File: config.mk
export PLATFORM = sky130hd
export DESIGN_NAME = facility_parse_negotiate
export DESIGN_NICKNAME = d
export VERILOG_FILES = /design/src/fpn_pkg.sv /design/src/fpn_front.sv /design/src/fpn_queue.sv /design/src/fpn_back.sv /design/src/facility_parse_negotiate.sv
export VERILOG_INCLUDE_DIRS = /design/src /design/src/src
export SDC_FILE = /design/constraint.sdc
export NUM_CORES = 1
export LEC_CHECK = 0
export BUFFER_PORTS_ARGS = -buffer_cell sky130_fd_sc_hd__buf_2
export CAP_MARGIN = 10
export CORE_MARGIN = 5
export CORE_UTILIZATION = 43
export CTS_CLUSTER_SIZE = 30
export DETAILED_ROUTE_END_ITERATION = 7
export PLACE_DENSITY = 0.58
export SKIP_CTS_REPAIR_TIMING = 1
export SLEW_MARGIN = 20
export SYNTH_ARGS = -nofsm -noshare
export SYNTH_HDL_FRONTEND = slang
export SYNTH_SLANG_ARGS = --single-unit
File: constraint.sdc
create_clock -name clock -period 13.7 [get_ports clock]
set_clock_uncertainty 0.1 [all_clocks]
set_input_delay 1.37 -clock clock [delete_from_list [all_inputs] [get_ports clock]]
set_output_delay 1.37 -clock clock [all_outputs]
set_load 0.01 [all_outputs]
File: src/facility_parse_negotiate_assert.svh
// ----------------------------------------------------------------------------
// facility parse/negotiate assertion macros
// concurrent checks that compile away for synthesis
// ----------------------------------------------------------------------------
`ifndef FACILITY_PARSE_NEGOTIATE_ASSERT_SVH
`define FACILITY_PARSE_NEGOTIATE_ASSERT_SVH

`ifndef SYNTHESIS

// implication check, off while reset is high
`define FPN_ASSERT(lbl, clk, rst, prop, msg) \
   lbl: assert property (@(posedge clk) disable iff (rst) prop) else $error(msg);

// condition that must never be seen, off while reset is high
`define FPN_ASSERT_NEVER(lbl, clk, rst, expr, msg) \
   lbl: assert property (@(posedge clk) disable iff (rst) !(expr)) else $error(msg);

`else

`define FPN_ASSERT(lbl, clk, rst, prop, msg)
`define FPN_ASSERT_NEVER(lbl, clk, rst, expr, msg)

`endif

`endif

File: src/fpn_pkg.sv
// ----------------------------------------------------------------------------
// fpn_pkg
// shared types and codes of the facilities parser and negotiator
// ----------------------------------------------------------------------------
package fpn_pkg;

   // parser phase
   typedef enum logic [1:0] {
      PH_IDLE,
      PH_CODE,
      PH_BODY
   } phase_type;

   // configuration register indexes
   typedef enum logic [2:0] {
      CSR_REVERSE,
      CSR_THROUGHPUT,
      CSR_PKT_RX,
      CSR_PKT_TX,
      CSR_WIN_RX,
      CSR_WIN_TX
   } csr_index_type;

   localparam int unsigned CSR_INDEX_W = 3;
   localparam int unsigned CSR_DATA_W  = 8;

   // facility codes
   localparam logic [7:0] CODE_REVERSE    = 8'h01;
   localparam logic [7:0] CODE_THROUGHPUT = 8'h02;
   localparam logic [7:0] CODE_PACSIZE    = 8'h42;
   localparam logic [7:0] CODE_WINSIZE    = 8'h43;

   // element classes, top two bits of the code
   localparam logic [1:0] CLASS_A = 2'b00;
   localparam logic [1:0] CLASS_B = 2'b01;
   localparam logic [1:0] CLASS_C = 2'b10;
   localparam logic [1:0] CLASS_D = 2'b11;

   localparam logic [8:0] LEN_A = 9'd2;
   localparam logic [8:0] LEN_B = 9'd3;
   localparam logic [8:0] LEN_C = 9'd4;
   localparam logic [8:0] LEN_D = 9'd2;   // until its length byte arrives

   // seen mask bits
   localparam int unsigned MASK_REVERSE    = 0;
   localparam int unsigned MASK_THROUGHPUT = 1;
   localparam int unsigned MASK_PACSIZE    = 2;
   localparam int unsigned MASK_WINSIZE    = 3;

   // local settings
   typedef struct packed {
      logic       reverse;
      logic [7:0] throughput;
      logic [7:0] pkt_rx;
      logic [7:0] pkt_tx;
      logic [7:0] win_rx;
      logic [7:0] win_tx;
   } cfg_type;

   // one finished field, handed from parser to negotiator
   typedef struct packed {
      logic       malformed;
      logic [8:0] byte_count;
      logic [3:0] seen_mask;
      logic [7:0] win_tx;
      logic [7:0] win_rx;
      logic [7:0] pkt_tx;
      logic [7:0] pkt_rx;
      logic [7:0] throughput;
      logic       reverse;
   } rec_type;

   // result, first field in the highest bits
   typedef struct packed {
      logic       malformed;
      logic [8:0] consumed_bytes;
      logic [3:0] fac_mask;
      logic [7:0] neg_win_tx;
      logic [7:0] neg_win_rx;
      logic [7:0] neg_pkt_tx;
      logic [7:0] neg_pkt_rx;
      logic [7:0] neg_throughput;
      logic       neg_reverse;
      logic       rejected;
   } rsp_type;

   // queue status seen by the top level
   typedef struct packed {
      logic full;
      logic empty;
   } queue_status_type;

endpackage

File: src/fpn_front.sv
// ----------------------------------------------------------------------------
// fpn_front
// byte-wise walk of the facilities field, records peer requests
// ----------------------------------------------------------------------------
module fpn_front (
   input  logic             clock,
   input  logic             reset,
   input  logic             in_valid,
   output logic             in_ready,
   input  logic [7:0]       fac_byte,
   input  logic             start_of_field,
   input  logic             queue_full,
   output logic             push,
   output fpn_pkg::rec_type push_rec
);
   import fpn_pkg::*;

   phase_type  phase_ff, phase_in;
   logic [7:0] left_ff, left_in;
   logic [7:0] code_ff, code_in;
   logic [8:0] pos_ff, pos_in;
   logic [8:0] len_ff, len_in;
   logic       rev_ff, rev_in;
   logic [7:0] thr_ff, thr_in;
   logic [7:0] pi_ff, pi_in;
   logic [7:0] po_ff, po_in;
   logic [7:0] wi_ff, wi_in;
   logic [7:0] wo_ff, wo_in;
   logic [3:0] mask_ff, mask_in;
   logic [8:0] count_ff, count_in;

   logic       accept;
   logic [7:0] left_dec;
   logic       field_end;
   logic [8:0] pos_inc;
   logic [8:0] len_eff;
   logic       elem_done;
   logic       code_is_d;

   assign in_ready  = !queue_full;
   assign accept    = in_valid && in_ready;
   assign left_dec  = left_ff - 8'd1;
   assign field_end = (left_dec == 8'd0);
   assign pos_inc   = pos_ff + 9'd1;
   assign code_is_d = (code_ff[7:6] == CLASS_D);
   assign len_eff   = (code_is_d && pos_ff == 9'd1) ? ({1'b0, fac_byte} + 9'd2) : len_ff;
   assign elem_done = (pos_inc >= len_eff);

   // next phase
   always_comb begin
      phase_in = phase_ff;
      if (accept) begin
         if (start_of_field) begin
            phase_in = (fac_byte == 8'd0) ? PH_IDLE : PH_CODE;
         end else begin
            case (phase_ff)
               PH_IDLE: phase_in = PH_IDLE;
               PH_CODE: phase_in = field_end ? PH_IDLE : PH_BODY;
               PH_BODY: begin
                  if (field_end) begin
                     phase_in = PH_IDLE;
                  end else begin
                     phase_in = elem_done ? PH_CODE : PH_BODY;
                  end
               end
               default: phase_in = PH_IDLE;
            endcase
         end
      end
   end

   // datapath and push
   always_comb begin
      left_in  = left_ff;
      code_in  = code_ff;
      pos_in   = pos_ff;
      len_in   = len_ff;
      rev_in   = rev_ff;
      thr_in   = thr_ff;
      pi_in    = pi_ff;
      po_in    = po_ff;
      wi_in    = wi_ff;
      wo_in    = wo_ff;
      mask_in  = mask_ff;
      count_in = count_ff;
      push     = 1'b0;
      push_rec.malformed = 1'b0;
      if (accept) begin
         if (start_of_field) begin
            rev_in   = 1'b0;
            thr_in   = 8'd0;
            pi_in    = 8'd0;
            po_in    = 8'd0;
            wi_in    = 8'd0;
            wo_in    = 8'd0;
            mask_in  = 4'd0;
            count_in = 9'd1;
            left_in  = fac_byte;
            code_in  = 8'd0;
            pos_in   = 9'd0;
            len_in   = 9'd0;
            push     = (fac_byte == 8'd0);
         end else if (phase_ff != PH_IDLE) begin
            count_in = count_ff + 9'd1;
            left_in  = left_dec;
            if (phase_ff == PH_CODE) begin
               code_in = fac_byte;
               pos_in  = 9'd1;
               case (fac_byte[7:6])
                  CLASS_A: len_in = LEN_A;
                  CLASS_B: len_in = LEN_B;
                  CLASS_C: len_in = LEN_C;
                  CLASS_D: len_in = LEN_D;
                  default: len_in = LEN_A;
               endcase
               push_rec.malformed = 1'b1;
            end else begin
               if (code_ff == CODE_REVERSE && pos_ff == 9'd1) begin
                  rev_in = fac_byte[0];
                  mask_in[MASK_REVERSE] = 1'b1;
               end else if (code_ff == CODE_THROUGHPUT && pos_ff == 9'd1) begin
                  thr_in = fac_byte;
                  mask_in[MASK_THROUGHPUT] = 1'b1;
               end else if (code_ff == CODE_PACSIZE) begin
                  if (pos_ff == 9'd1) begin
                     pi_in = fac_byte;
                     mask_in[MASK_PACSIZE] = 1'b1;
                  end else if (pos_ff == 9'd2) begin
                     po_in = fac_byte;
                  end
               end else if (code_ff == CODE_WINSIZE) begin
                  if (pos_ff == 9'd1) begin
                     wi_in = fac_byte;
                     mask_in[MASK_WINSIZE] = 1'b1;
                  end else if (pos_ff == 9'd2) begin
                     wo_in = fac_byte;
                  end
               end
               len_in = len_eff;
               pos_in = pos_inc;
               push_rec.malformed = !elem_done;
            end
            push = field_end;
         end
      end
      push_rec.byte_count = count_in;
      push_rec.seen_mask  = mask_in;
      push_rec.reverse    = rev_in;
      push_rec.throughput = thr_in;
      push_rec.pkt_rx     = pi_in;
      push_rec.pkt_tx     = po_in;
      push_rec.win_rx     = wi_in;
      push_rec.win_tx     = wo_in;
   end

   always_ff @(posedge clock) begin
      if (reset) begin
         phase_ff <= PH_IDLE;
      end else begin
         phase_ff <= phase_in;
      end
   end

   always_ff @(posedge clock) begin
      left_ff  <= left_in;
      code_ff  <= code_in;
      pos_ff   <= pos_in;
      len_ff   <= len_in;
      rev_ff   <= rev_in;
      thr_ff   <= thr_in;
      pi_ff    <= pi_in;
      po_ff    <= po_in;
      wi_ff    <= wi_in;
      wo_ff    <= wo_in;
      mask_ff  <= mask_in;
      count_ff <= count_in;
   end

endmodule

File: src/fpn_queue.sv
// ----------------------------------------------------------------------------
// fpn_queue
// short queue of finished fields between parser and negotiator
// ----------------------------------------------------------------------------
module fpn_queue #(
   parameter int unsigned DEPTH = 2
) (
   input  logic                      clock,
   input  logic                      reset,
   input  logic                      push,
   input  fpn_pkg::rec_type          push_rec,
   input  logic                      pop,
   output fpn_pkg::rec_type          head_rec,
   output fpn_pkg::queue_status_type status
);
   import fpn_pkg::*;

   localparam int unsigned PTR_W = (DEPTH > 1) ? $clog2(DEPTH) : 1;
   localparam int unsigned CNT_W = $clog2(DEPTH + 1);
   localparam logic [PTR_W-1:0] PTR_LAST = PTR_W'(DEPTH - 1);
   localparam logic [CNT_W-1:0] CNT_FULL = CNT_W'(DEPTH);

   rec_type          mem_ff [DEPTH];
   logic [PTR_W-1:0] wr_ptr_ff, wr_ptr_in;
   logic [PTR_W-1:0] rd_ptr_ff, rd_ptr_in;
   logic [CNT_W-1:0] count_ff, count_in;
   logic             do_push;
   logic             do_pop;

   assign status.full  = (count_ff == CNT_FULL);
   assign status.empty = (count_ff == '0);
   assign do_push      = push && !status.full;
   assign do_pop       = pop && !status.empty;
   assign head_rec     = mem_ff[rd_ptr_ff];

   always_comb begin
      wr_ptr_in = wr_ptr_ff;
      rd_ptr_in = rd_ptr_ff;
      count_in  = count_ff;
      if (do_push) begin
         wr_ptr_in = (wr_ptr_ff == PTR_LAST) ? '0 : wr_ptr_ff + PTR_W'(1);
      end
      if (do_pop) begin
         rd_ptr_in = (rd_ptr_ff == PTR_LAST) ? '0 : rd_ptr_ff + PTR_W'(1);
      end
      case ({do_push, do_pop})
         2'b10:   count_in = count_ff + CNT_W'(1);
         2'b01:   count_in = count_ff - CNT_W'(1);
         default: count_in = count_ff;
      endcase
   end

   always_ff @(posedge clock) begin
      if (reset) begin
         wr_ptr_ff <= '0;
         rd_ptr_ff <= '0;
         count_ff  <= '0;
      end else begin
         wr_ptr_ff <= wr_ptr_in;
         rd_ptr_ff <= rd_ptr_in;
         count_ff  <= count_in;
      end
   end

   always_ff @(posedge clock) begin
      if (do_push) begin
         mem_ff[wr_ptr_ff] <= push_rec;
      end
   end

endmodule

File: src/fpn_back.sv
// ----------------------------------------------------------------------------
// fpn_back
// negotiates a finished field against local settings, output register
// ----------------------------------------------------------------------------
module fpn_back (
   input  logic             clock,
   input  logic             reset,
   input  logic             rec_valid,
   input  fpn_pkg::rec_type rec,
   output logic             pop,
   input  fpn_pkg::cfg_type cfg,
   output logic             out_valid,
   input  logic             out_ready,
   output fpn_pkg::rsp_type out_rsp
);
   import fpn_pkg::*;

   logic    valid_ff, valid_in;
   rsp_type rsp_ff, rsp_in;
   logic    load;
   logic    rej;
   logic    pac_both;
   logic    win_both;

   assign load      = rec_valid && (!valid_ff || out_ready);
   assign pop       = load;
   assign out_valid = valid_ff;
   assign out_rsp   = rsp_ff;

   assign rej      = rec.reverse && cfg.reverse;
   assign pac_both = (rec.pkt_rx != 8'd0) && (rec.pkt_tx != 8'd0);
   assign win_both = (rec.win_rx != 8'd0) && (rec.win_tx != 8'd0);

   always_comb begin
      rsp_in.rejected       = rej;
      rsp_in.neg_reverse    = rec.reverse;
      rsp_in.neg_throughput = cfg.throughput;
      rsp_in.neg_pkt_rx     = cfg.pkt_rx;
      rsp_in.neg_pkt_tx     = cfg.pkt_tx;
      rsp_in.neg_win_rx     = cfg.win_rx;
      rsp_in.neg_win_tx     = cfg.win_tx;
      rsp_in.fac_mask       = rec.seen_mask;
      rsp_in.consumed_bytes = rec.byte_count;
      rsp_in.malformed      = rec.malformed;
      if (!rej) begin
         // peer may only lower a value
         if (rec.throughput != 8'd0 && rec.throughput < cfg.throughput) begin
            rsp_in.neg_throughput = rec.throughput;
         end
         if (pac_both) begin
            if (rec.pkt_rx < cfg.pkt_rx) begin
               rsp_in.neg_pkt_rx = rec.pkt_rx;
            end
            if (rec.pkt_tx < cfg.pkt_tx) begin
               rsp_in.neg_pkt_tx = rec.pkt_tx;
            end
         end
         if (win_both) begin
            if (rec.win_rx < cfg.win_rx) begin
               rsp_in.neg_win_rx = rec.win_rx;
            end
            if (rec.win_tx < cfg.win_tx) begin
               rsp_in.neg_win_tx = rec.win_tx;
            end
         end
      end
   end

   always_comb begin
      valid_in = valid_ff;
      if (load) begin
         valid_in = 1'b1;
      end else if (out_ready) begin
         valid_in = 1'b0;
      end
   end

   always_ff @(posedge clock) begin
      if (reset) begin
         valid_ff <= 1'b0;
      end else begin
         valid_ff <= valid_in;
      end
   end

   always_ff @(posedge clock) begin
      if (load) begin
         rsp_ff <= rsp_in;
      end
   end

endmodule

File: src/facility_parse_negotiate.sv
// a field's result is registered into the field queue, then into the output register
// throughput: one byte per cycle while req_tready is high
// req_tready drops only while the field queue is full (QUEUE_DEPTH fields waiting)
// reset: synchronous, active high; clears parser phase, queue and output valid,
// and sets all local settings to zero; no clearing pass
// ----------------------------------------------------------------------------
// facility_parse_negotiate
// facilities field parser with negotiation of reverse charging, throughput,
// packet size and window size against local settings
// ----------------------------------------------------------------------------
module facility_parse_negotiate #(
   parameter int unsigned QUEUE_DEPTH = 2
) (
   input  logic                           clock,
   input  logic                           reset,
   // request stream
   input  logic                           req_tvalid,
   output logic                           req_tready,
   input  logic [7:0]                     req_tdata,   // fac_byte
   input  logic                           req_tuser,   // start_of_field
   // result stream
   output logic                           rsp_tvalid,
   input  logic                           rsp_tready,
   // rejected, neg_reverse, neg_throughput, neg_pkt_rx, neg_pkt_tx,
   // neg_win_rx, neg_win_tx, fac_mask, consumed_bytes, malformed
   output logic [55:0]                    rsp_tdata,
   // settings write port
   input  logic                           csr_we,
   input  logic [fpn_pkg::CSR_INDEX_W-1:0] csr_index,
   input  logic [fpn_pkg::CSR_DATA_W-1:0]  csr_wdata
);
   import fpn_pkg::*;

`include "facility_parse_negotiate_assert.svh"

   cfg_type          cfg_ff, cfg_in;
   logic             push;
   rec_type          push_rec;
   rec_type          head_rec;
   queue_status_type q_status;
   logic             pop;
   rsp_type          rsp;

   // result-side views used by the checks
   logic             rej_out;
   logic             rev_seen;
   logic             thr_kept;
   logic             empty_bad;
   logic             thr_up;

   // local settings; user writes only while no transaction is in flight, unenforced
   always_comb begin
      cfg_in = cfg_ff;
      if (csr_we) begin
         case (csr_index)
            CSR_REVERSE:    cfg_in.reverse    = csr_wdata[0];
            CSR_THROUGHPUT: cfg_in.throughput = csr_wdata;
            CSR_PKT_RX:     cfg_in.pkt_rx     = csr_wdata;
            CSR_PKT_TX:     cfg_in.pkt_tx     = csr_wdata;
            CSR_WIN_RX:     cfg_in.win_rx     = csr_wdata;
            CSR_WIN_TX:     cfg_in.win_tx     = csr_wdata;
            default:        cfg_in = cfg_ff;   // unused indexes ignored
         endcase
      end
   end

   always_ff @(posedge clock) begin
      if (reset) begin
         cfg_ff <= '0;
      end else begin
         cfg_ff <= cfg_in;
      end
   end

   // front: walks elements, hands one record per finished field
   fpn_front u_front (
      .clock          (clock),
      .reset          (reset),
      .in_valid       (req_tvalid),
      .in_ready       (req_tready),
      .fac_byte       (req_tdata),
      .start_of_field (req_tuser),
      .queue_full     (q_status.full),
      .push           (push),
      .push_rec       (push_rec)
   );

   // queue between the two halves so each can stall on its own
   fpn_queue #(
      .DEPTH (QUEUE_DEPTH)
   ) u_queue (
      .clock    (clock),
      .reset    (reset),
      .push     (push),
      .push_rec (push_rec),
      .pop      (pop),
      .head_rec (head_rec),
      .status   (q_status)
   );

   // back: negotiation and output register
   fpn_back u_back (
      .clock     (clock),
      .reset     (reset),
      .rec_valid (!q_status.empty),
      .rec       (head_rec),
      .pop       (pop),
      .cfg       (cfg_ff),
      .out_valid (rsp_tvalid),
      .out_ready (rsp_tready),
      .out_rsp   (rsp)
   );

   assign rsp_tdata = rsp;

   assign rej_out   = rsp_tvalid && rsp.rejected;
   assign rev_seen  = rsp.neg_reverse && rsp.fac_mask[MASK_REVERSE];
   assign thr_kept  = (rsp.neg_throughput == cfg_ff.throughput);
   assign empty_bad = rsp_tvalid && rsp.malformed && (rsp.consumed_bytes == 9'd1);
   assign thr_up    = rsp_tvalid && (rsp.neg_throughput > cfg_ff.throughput);

   // a refused call must have seen the peer's reverse charging request
   `FPN_ASSERT(a_rej_seen, clock, reset, rej_out |-> rev_seen, "refused without reverse seen")
   // a refused call carries the local throughput unchanged
   `FPN_ASSERT(a_rej_thr, clock, reset, rej_out |-> thr_kept, "refused result altered throughput")
   // an empty field can never be malformed
   `FPN_ASSERT_NEVER(a_empty_bad, clock, reset, empty_bad, "malformed result on empty field")
   // negotiation only ever lowers the local value
   `FPN_ASSERT_NEVER(a_thr_raise, clock, reset, thr_up, "throughput raised above local")

endmodule

**Word-level counts from Yosys, hierarchy flattened**

Memories as Yosys holds them, arrays and structs flattened. A register that Yosys moved wholly into a read port is not among the register bits.
Index checks and enable logic that the tools add are counted.

- Bits in registers: 192
- Memory bits (writable): 110
- Word-level logic and storage cells: 211
- Bits of input ports: 25
- Output and inout port bits: 58
- Memories: 1

- $add $sub $neg: 8
- Mux-type cells: 103
- Reductions and logical operators: 40
- Equal/unequal tests: 20
- Order comparisons: 6

Memories:

| memory | words | width | read ports | clocked after memory_dff | write ports | RTL line | source |
|---|---|---|---|---|---|---|---|
| u_queue.mem_ff | 2 | 55 | 1 | 1 | 1 | fpn_queue.sv:23 | `rec_type mem_ff [DEPTH];` |

Operators by type and width:

| operator | count |
|---|---|
| $mux 8 | 51 |
| $mux 9 | 8 |
| $lt 8x8->1 | 5 |
| $mux 40 | 1 |
| $reduce_bool 8->1 | 5 |
| $mux 16 | 2 |
| $mux 1 | 28 |
| $pmux 9 s3 | 1 |
| $add 9x1->9 const B | 2 |
| $eq 8x7->1 const B | 2 |
| $logic_not 8->1 | 2 |
| $mux 4 | 4 |
| $reduce_and 2->1 | 7 |
| $eq 2x2->1 const B | 6 |
| $logic_and 1x1->1 | 11 |
| $mux 2 | 5 |
| $reduce_bool 2->1 | 5 |
| $add 8x2->9 const B | 1 |
| $eq 9x1->1 const B | 1 |
| $eq 9x2->1 const B | 1 |
| $ge 9x9->1 | 1 |
| $eq 8x1->1 const B | 1 |
| $eq 8x2->1 const B | 1 |
| $pmux 2 s2 | 2 |
| other kinds (15) | 24 |

**Longest topological paths before layout**

Gate-level depths: netlist of run 1.

- Depth after elaboration: 11
- Depth in mapped cells: 13
- Mapped depth without buffers: 12

**By module**

Synthesis of run 1 repeated with hierarchy kept, for this count alone.

- Cell total of the unflattened synthesis: 995
- Area total of the unflattened synthesis: 13401.6 µm²

By module, submodules not included:

| module | seq. area each (µm²) | area each (µm²) | instances | cells an instance |
|---|---|---|---|---|
| fpn_front | 2142.1 | 4285.4 | 1 | 413 |
| fpn_queue | 3403.3 | 4176.5 | 1 | 197 |
| fpn_back | 1701.6 | 3265.6 | 1 | 236 |
| facility_parse_negotiate | 820.8 | 1674.1 | 1 | 149 |

**Least setup slack after synthesis of run 1**

Ideal clock, no wire load.

- Path kind: input to register
- From: input req_tuser
- To: memory u_queue.mem_ff[0][0] (netlist name), enable pin
- Cell stages on the path: 5
- Library setup time: 0.468 ns
- Required time: 13.132 ns
- Buffers on the path: 1
- Arrival time: 4.714 ns
- Setup slack: 8.418 ns
- Cells stage by stage: clkbuf_1 -> or4_1 -> nor4_2 -> o21ai_2 -> nor2_1

- Longest elaborated chain between the ends: 5

Ends and longest elaborated chain:

| element | RTL line | source |
|---|---|---|
| start, declared | facility_parse_negotiate.sv:20 | `input logic req_tuser,` |
| $mux 1 | fpn_front.sv:89 | `if (start_of_field) begin` |
| $mux 1 | fpn_front.sv:88 | `if (accept) begin` |
| $logic_and 1x1->1 | fpn_queue.sv:32 | `assign do_push = push && !status.full;` |
| $mux 1 | fpn_queue.sv:66 | `if (do_push) begin` |
| $mux 1 (not written as such) | fpn_queue.sv:67 | `mem_ff[wr_ptr_ff] <= push_rec;` |
| end, declared | fpn_queue.sv:23 |  |

No other way between the ends.

==> results of run 1 <==
[routing by layer]
layer | share of wire | routed length (µm) | vias to the layer above
met5 | 0 | 0 | -
li1 | - | - | 4143
met4 | 0.022 | 652 | 0
met3 | 0.057 | 1660 | 38
met1 | 0.47 | 13600 | 4017
met2 | 0.46 | 13300 | 201
[critical path: cells and delay by family, from the launching register on]
family                   cells  cell delay [ns]
adder cells (fa/ha/maj)      1             0.35
flip-flops                   1             0.44
AND/OR/NAND/NOR              6             1.88
multiplexers                 1             0.16
AO/OA/AOI/OAI                2             0.59
[path summary, 6_finish.rpt]
check / to / slack, ns
hold reg to reg: cfg_ff[7] / 0.37
hold / removal: cfg_ff[7] / 0.37
setup / recovery: u_queue.mem_ff[1][54] / 10.00
setup reg to reg: u_queue.mem_ff[1][54] / 10.00
[layout by cell type, fill, tap and decap left out, types with 3 or more instances in the layout]
cell type    n
o221ai_1    10
nor3_1       8
or3_1        5
nor2_4       3
o21ai_0     25
clkinv_2     3
nand2_1    169
inv_1       62
xnor2_1     14
clkbuf_1     8
nand2b_1     3
dfxtp_1    102
o21a_1       3
nor2b_1     14
nor4_1      24
buf_2       82
and2_1       4
xor2_1       8
or4_1        4
edfxtp_1   200
nand4_1     15
mux2i_1     34
nand4b_1     3
or4b_1       3
ha_1        55
clkbuf_16   35
a21oi_1     68
bufinv_16    5
clkinv_1     4
nand3_1     31
a221oi_1     3
mux2_2      96
buf_4        6
and3_1       7
nor2_1      46
[metrics by stage]
step | util | instances
detailed placement | 0.461 | 1539
CTS | 0.499 | 1601
global route | 0.499 | 1601
floorplan | - | 1088
finish | 0.499 | 1601
global placement | 0.461 | 1539
[kinds of logic after synthesis]
| group | Yosys count | synth area share |
|---|---|---|
| simple gates | 350 | 0.125 |
| flops | 303 | 0.610 |
| compound gates | 132 | 0.0636 |
| mux | 130 | 0.107 |
| buf+inv | 96 | 0.0282 |
| fa+ha+maj | 55 | 0.0520 |
| xor+xnor | 22 | 0.0146 |
[state kept, by name (all words and copies together) (netlist names), 9 cells and up, named ones only]
register	count
cfg_ff	41
u_front.len_ff	9
u_back.out_rsp	56
u_queue.mem_ff	110
u_front.count_ff	9
u_front.pos_ff	9
[layout make-up]
| class | instances | area, µm² |
|---|---|---|
| repair buffers | 88 | 455 |
| multi-input cells | 689 | 4810 |
| inverters | 63 | 236 |
| clock buffers | 45 | 933 |
| clock inverters | 17 | 229 |
| well taps | 396 | 495 |
| flip-flops and latches | 303 | 8070 |
| fillers | 2691 | 15300 |
[where the power goes]
part	total [W]	switching, W	internal [W]
Clock	0.000936	0.000359	0.000577
Combinational	0.000207	0.000126	0.0000805
Sequential	0.00102	0.0000154	0.00101
==> metrics.txt, run 1 <==
status=finished clean; Hold Path Class=flop to flop; worst-margin pin slew=1.09 ns; RSZ-0062 raised after global routing=false; initial antenna violation count=0; count leader, synth=edfxtp_1; final slew viol count=0; Final Cycle Share=0.270; HPWL after DPL=20.0 mm; gr busiest metal=met2; Worst path max stage delay=0.58 ns; DR WL/cell=18.3 µm; Clock Latency Late Sink=0.51 ns; die area=34400 µm²; Residual DRC=0; total grt overflow=0; post-synth cell types=57; Starting Density=0.434; CTS tree=done; ys async rst share=0; syn_area_per_cell=12.2 µm²; met3 global-route usage=0.0322; layout cell share with drive strength beyond 1=0.211; Seq cells post-synth=303; num ports=83; fin area=15200 µm²; Final TNS setup=0 ns; Post-Syn Area=13200 µm²; number of vias per cell=5.25; final setup vio count=0; IO buf count=82; maximum buffer depth of the clock tree=3; synthesized instance count=1088; Leak=5.27 nW; Hold Worst Slack=0.372 ns; Iter 0 DRT Violations=583; Power, Total=0.00217 W; Placer Congestion=0.805; Required @ worst endpoint=13.91 ns; VDD IR-drop max=0.0921 mV; Pre-antenna DRT Iters=5; Commonest cells post-synth=edfxtp_1 (200), nand2_1 (169), dfxtp_1 (103); Fin. Hold Viols=0; Synth Warn #=0; Critical Path Fanout Max=14; first-pass GRT wire length=46.1 mm; CP arrival=3.90 ns; Max Cap Viol=0; Synth area leaders=edfxtp_1 (45%), dfxtp_1 (16%), mux2_2 (8.2%); Yosys top cell area share=0.454; met1 global-route usage=0.243; most common flop cell mapped by yosys=edfxtp_1; Worst Hold Launch=cfg_ff[7]; setup ws final=10.00 ns; Final nets=1259; GR Util met2=0.269; cts bufs inserted=34; vias in the first global route=8263; drt total wl=29.3 mm; GRT Total Usage=0.171; total core area=30500 µm²; critical path endpoint category=flop; CTS sink cnt=303; Post-DP Area=14100 µm²; PwrDens=142 nW/µm²; Routed Antenna Nets=0; relative slew slack=0.270; dpl ws=9.65 ns; CTS root buffer=clkbuf_16; crit path from=u_front.pos_ff[6]; min Tclk post-route=3.70 ns; worst hold stages=2; Worst setup SP type=flop; Highest Clock Rate=270 MHz; Chip Width=185 µm; CP Class=flop to flop; chip height=185 µm; Worst-path clk slew=0.06 ns; Synth Net Count=1168; largest net degree at the start of global routing=59; # diodes=0; ordered list of cells on the worst path=nor4_1, nand3_1, nor4_1, a21oi_1, ha_1, nand3_1, nor2_1, a221oi_1, mux2i_1, nor3_1; Vias=8399; Rows=64; Post-synth EDFFs=200; CP max-delay cell=nand3_1; worst flop-to-flop path startpoint=u_front.pos_ff[6]; area grow syn2layout=15.1%; CTS HTree Levels=2; leading area contributor after synthesis=edfxtp_1; post-synthesis sequential area ratio=0.610; R2R cell count=10
No activity file was read; power rests on OpenSTA's default activity.
==> inputs of run 2 (changes only) <==
- PLACE_DENSITY: 0.58 -> 0.6
- clock period: 13.7 -> 3.4 ns (I/O delays scaled with it)
==> run 2 against run 1 <==
First-iteration DRC count down 19%. Via count up 1.7%. Register-to-register slack worse by 9.8 ns. Setup slack worse by 9.8 ns. Critical path depth down 2. Clock-buffer cell count up 4. Core utilization up 0.29 points. Die area unchanged. Power rose to 3.9 times the previous value. Maximum frequency up 16%. Largest cell class unchanged. Highest routed layer unchanged.
==> metrics.txt, run 2 (same netlist as run 1, synthesis figures left out) <==
relative slew slack=0.423 (was 0.270); number of vias per cell=5.29 (was 5.25); Multi-input gate area=4820 µm² (was 4810 µm²); switching pwr=0.00201 W (was 0.000500 W); cts bufs inserted=34 (unchanged); PwrDens=553 nW/µm² (was 142 nW/µm²); Pint=0.00647 W (was 0.00167 W); HPWL after DPL=20.3 mm (was 20.0 mm); GRT Total Usage=0.170 (was 0.171); Pre-antenna DRT Iters=5 (unchanged); largest net degree at the start of global routing=58 (was 59); Chip Width=185 µm (unchanged); most common cell after layout, fill and taps aside=edfxtp_1 (unchanged); Most flops, register=u_queue.mem_ff (unchanged); total core area=30500 µm² (unchanged); CTS HTree Levels=2 (unchanged); num ports=83 (unchanged); min Tclk post-route=3.19 ns (was 3.70 ns); Vias=8539 (was 8399); VDD IR-drop max=0.366 mV (was 0.0921 mV); Leak=5.32 nW (was 5.27 nW); Gate power share=0.100 (was 0.095); area grow syn2layout=15.8% (was 15.1%); Placer Congestion=0.816 (was 0.805); max reg flops=110 (unchanged); Final nets=1273 (was 1259); Highest Clock Rate=313 MHz (was 270 MHz); Clock Latency Late Sink=0.51 ns (about the same); Hold Worst Slack=0.0325 ns (was 0.372 ns); Worst-path clk slew=0.06 ns (about the same); vias in the first global route=8377 (was 8263); Starting Density=0.434 (unchanged); Hold Path Class=primary input to flop (was flop to flop); critical path endpoint category=flop (unchanged); CTS tree=done (unchanged); Sw Ratio=0.237 (was 0.231); Max Cap Viol=0 (unchanged); Rows=64 (unchanged); Final Cycle Share=0.939 (was 0.270); worst-margin pin slew=0.866 ns (was 1.09 ns); die area=34400 µm² (unchanged); Final TNS setup=0 ns (unchanged); IO buf count=82 (unchanged); Worst setup SP type=flop (unchanged); Clock power frac=0.412 (was 0.432); Critical Path Fanout Max=19 (was 14); Fin. Hold Viols=0 (unchanged); # diodes=0 (unchanged); total grt overflow=0 (unchanged); Fill cells=2682 (was 2691); maximum buffer depth of the clock tree=3 (unchanged); CP arrival=3.35 ns (was 3.90 ns); CP Class=flop to flop (unchanged); Residual DRC=0 (unchanged); chip height=185 µm (unchanged); drt total wl=29.3 mm (about the same); most frequent cells in the layout=edfxtp_1 (200), nand2_1 (169), dfxtp_1 (102), mux2_2 (96), buf_2 (82) (unchanged); CTS root buffer=clkbuf_16 (unchanged); Required @ worst endpoint=3.56 ns (was 13.91 ns); first-pass GRT wire length=46.4 mm (was 46.1 mm); final slew viol count=0 (unchanged); DR WL/cell=18.1 µm (was 18.3 µm); CTS sink cnt=303 (unchanged); Routed Antenna Nets=0 (unchanged); initial antenna violation count=0 (unchanged); Flop pwr share=0.488 (was 0.473); Post-Route Utilization=0.502 (was 0.499); final setup vio count=0 (unchanged); layout cell share with drive strength beyond 1=0.222 (was 0.211); register area=8070 µm² (unchanged); Iter 0 DRT Violations=475 (was 583); status=finished clean (unchanged)
-- run 2: cell types whose count changed in the layout (fill, tap and decap cells not counted), sizes merged --
cell | previous run | this run
clkbuf | 45 | 49
clkinv | 8 | 10
inv | 65 | 63
bufinv | 5 | 0
buf | 88 | 102
-- run 2: metrics by stage --
step,instances,power (W),cell area [µm²],setup WS (ns)
after CTS,1614,0.00859,15300,0.178
final,1614,0.00848,15300,0.208
after detailed placement,1553,0.00507,14200,0.212
after global placement,1553,0.00506,14200,0.231
after floorplan,1088,0.00478,13200,-0.359
after global routing,1614,0.00884,15300,-0.00865
-- run 2: worst paths after layout --
path                           start             endpoint  slack [ns]  cells past startpoint
hold reg to reg   u_front.mask_ff[1]   u_front.mask_ff[1]        0.37                      2
hold / removal                 reset  u_queue.count_ff[1]        0.03                      2
setup reg to reg                flop    u_back.out_rsp[4]        0.21                      8
setup / recovery                flop    u_back.out_rsp[4]        0.21                      8
-- run 2: routing by layer --
metal,up-vias,routed length [µm],track usage
met3,36,1280,0.0255
met4,0,493,0.0385
met5,-,0,0
li1,4175,-,-
met2,181,13300,0.270
met1,4147,14200,0.248
-- run 2: layout make-up --
class,count,share of cell area
clock buffer,49,0.0653
clock inverter,12,0.00555
inverter,63,0.0154
multi-input combinational,689,0.315
sequential,303,0.527
tap,396,0.0323
timing repair buffer,102,0.0399
-- run 2: power groups by stage --
stage / logic [W] / registers, W / clock network, W
global placement: 0.000843 / 0.00422 / 0
global route: 0.000938 / 0.00415 / 0.00375
floorplan: 0.000538 / 0.00424 / 0
CTS: 0.000855 / 0.00414 / 0.00359
finish: 0.000845 / 0.00414 / 0.00349
detailed placement: 0.000849 / 0.00422 / 0
-- run 2: critical path, cell delays in order, from the launching register on --
cell      delay [ns]
dfxtp_2         0.53
buf_12          0.21
buf_4           0.24
mux2_2          0.38
ha_1            0.30
a21oi_1         0.15
nand2_1         0.11
a211oi_4        0.50
mux2_2          0.40
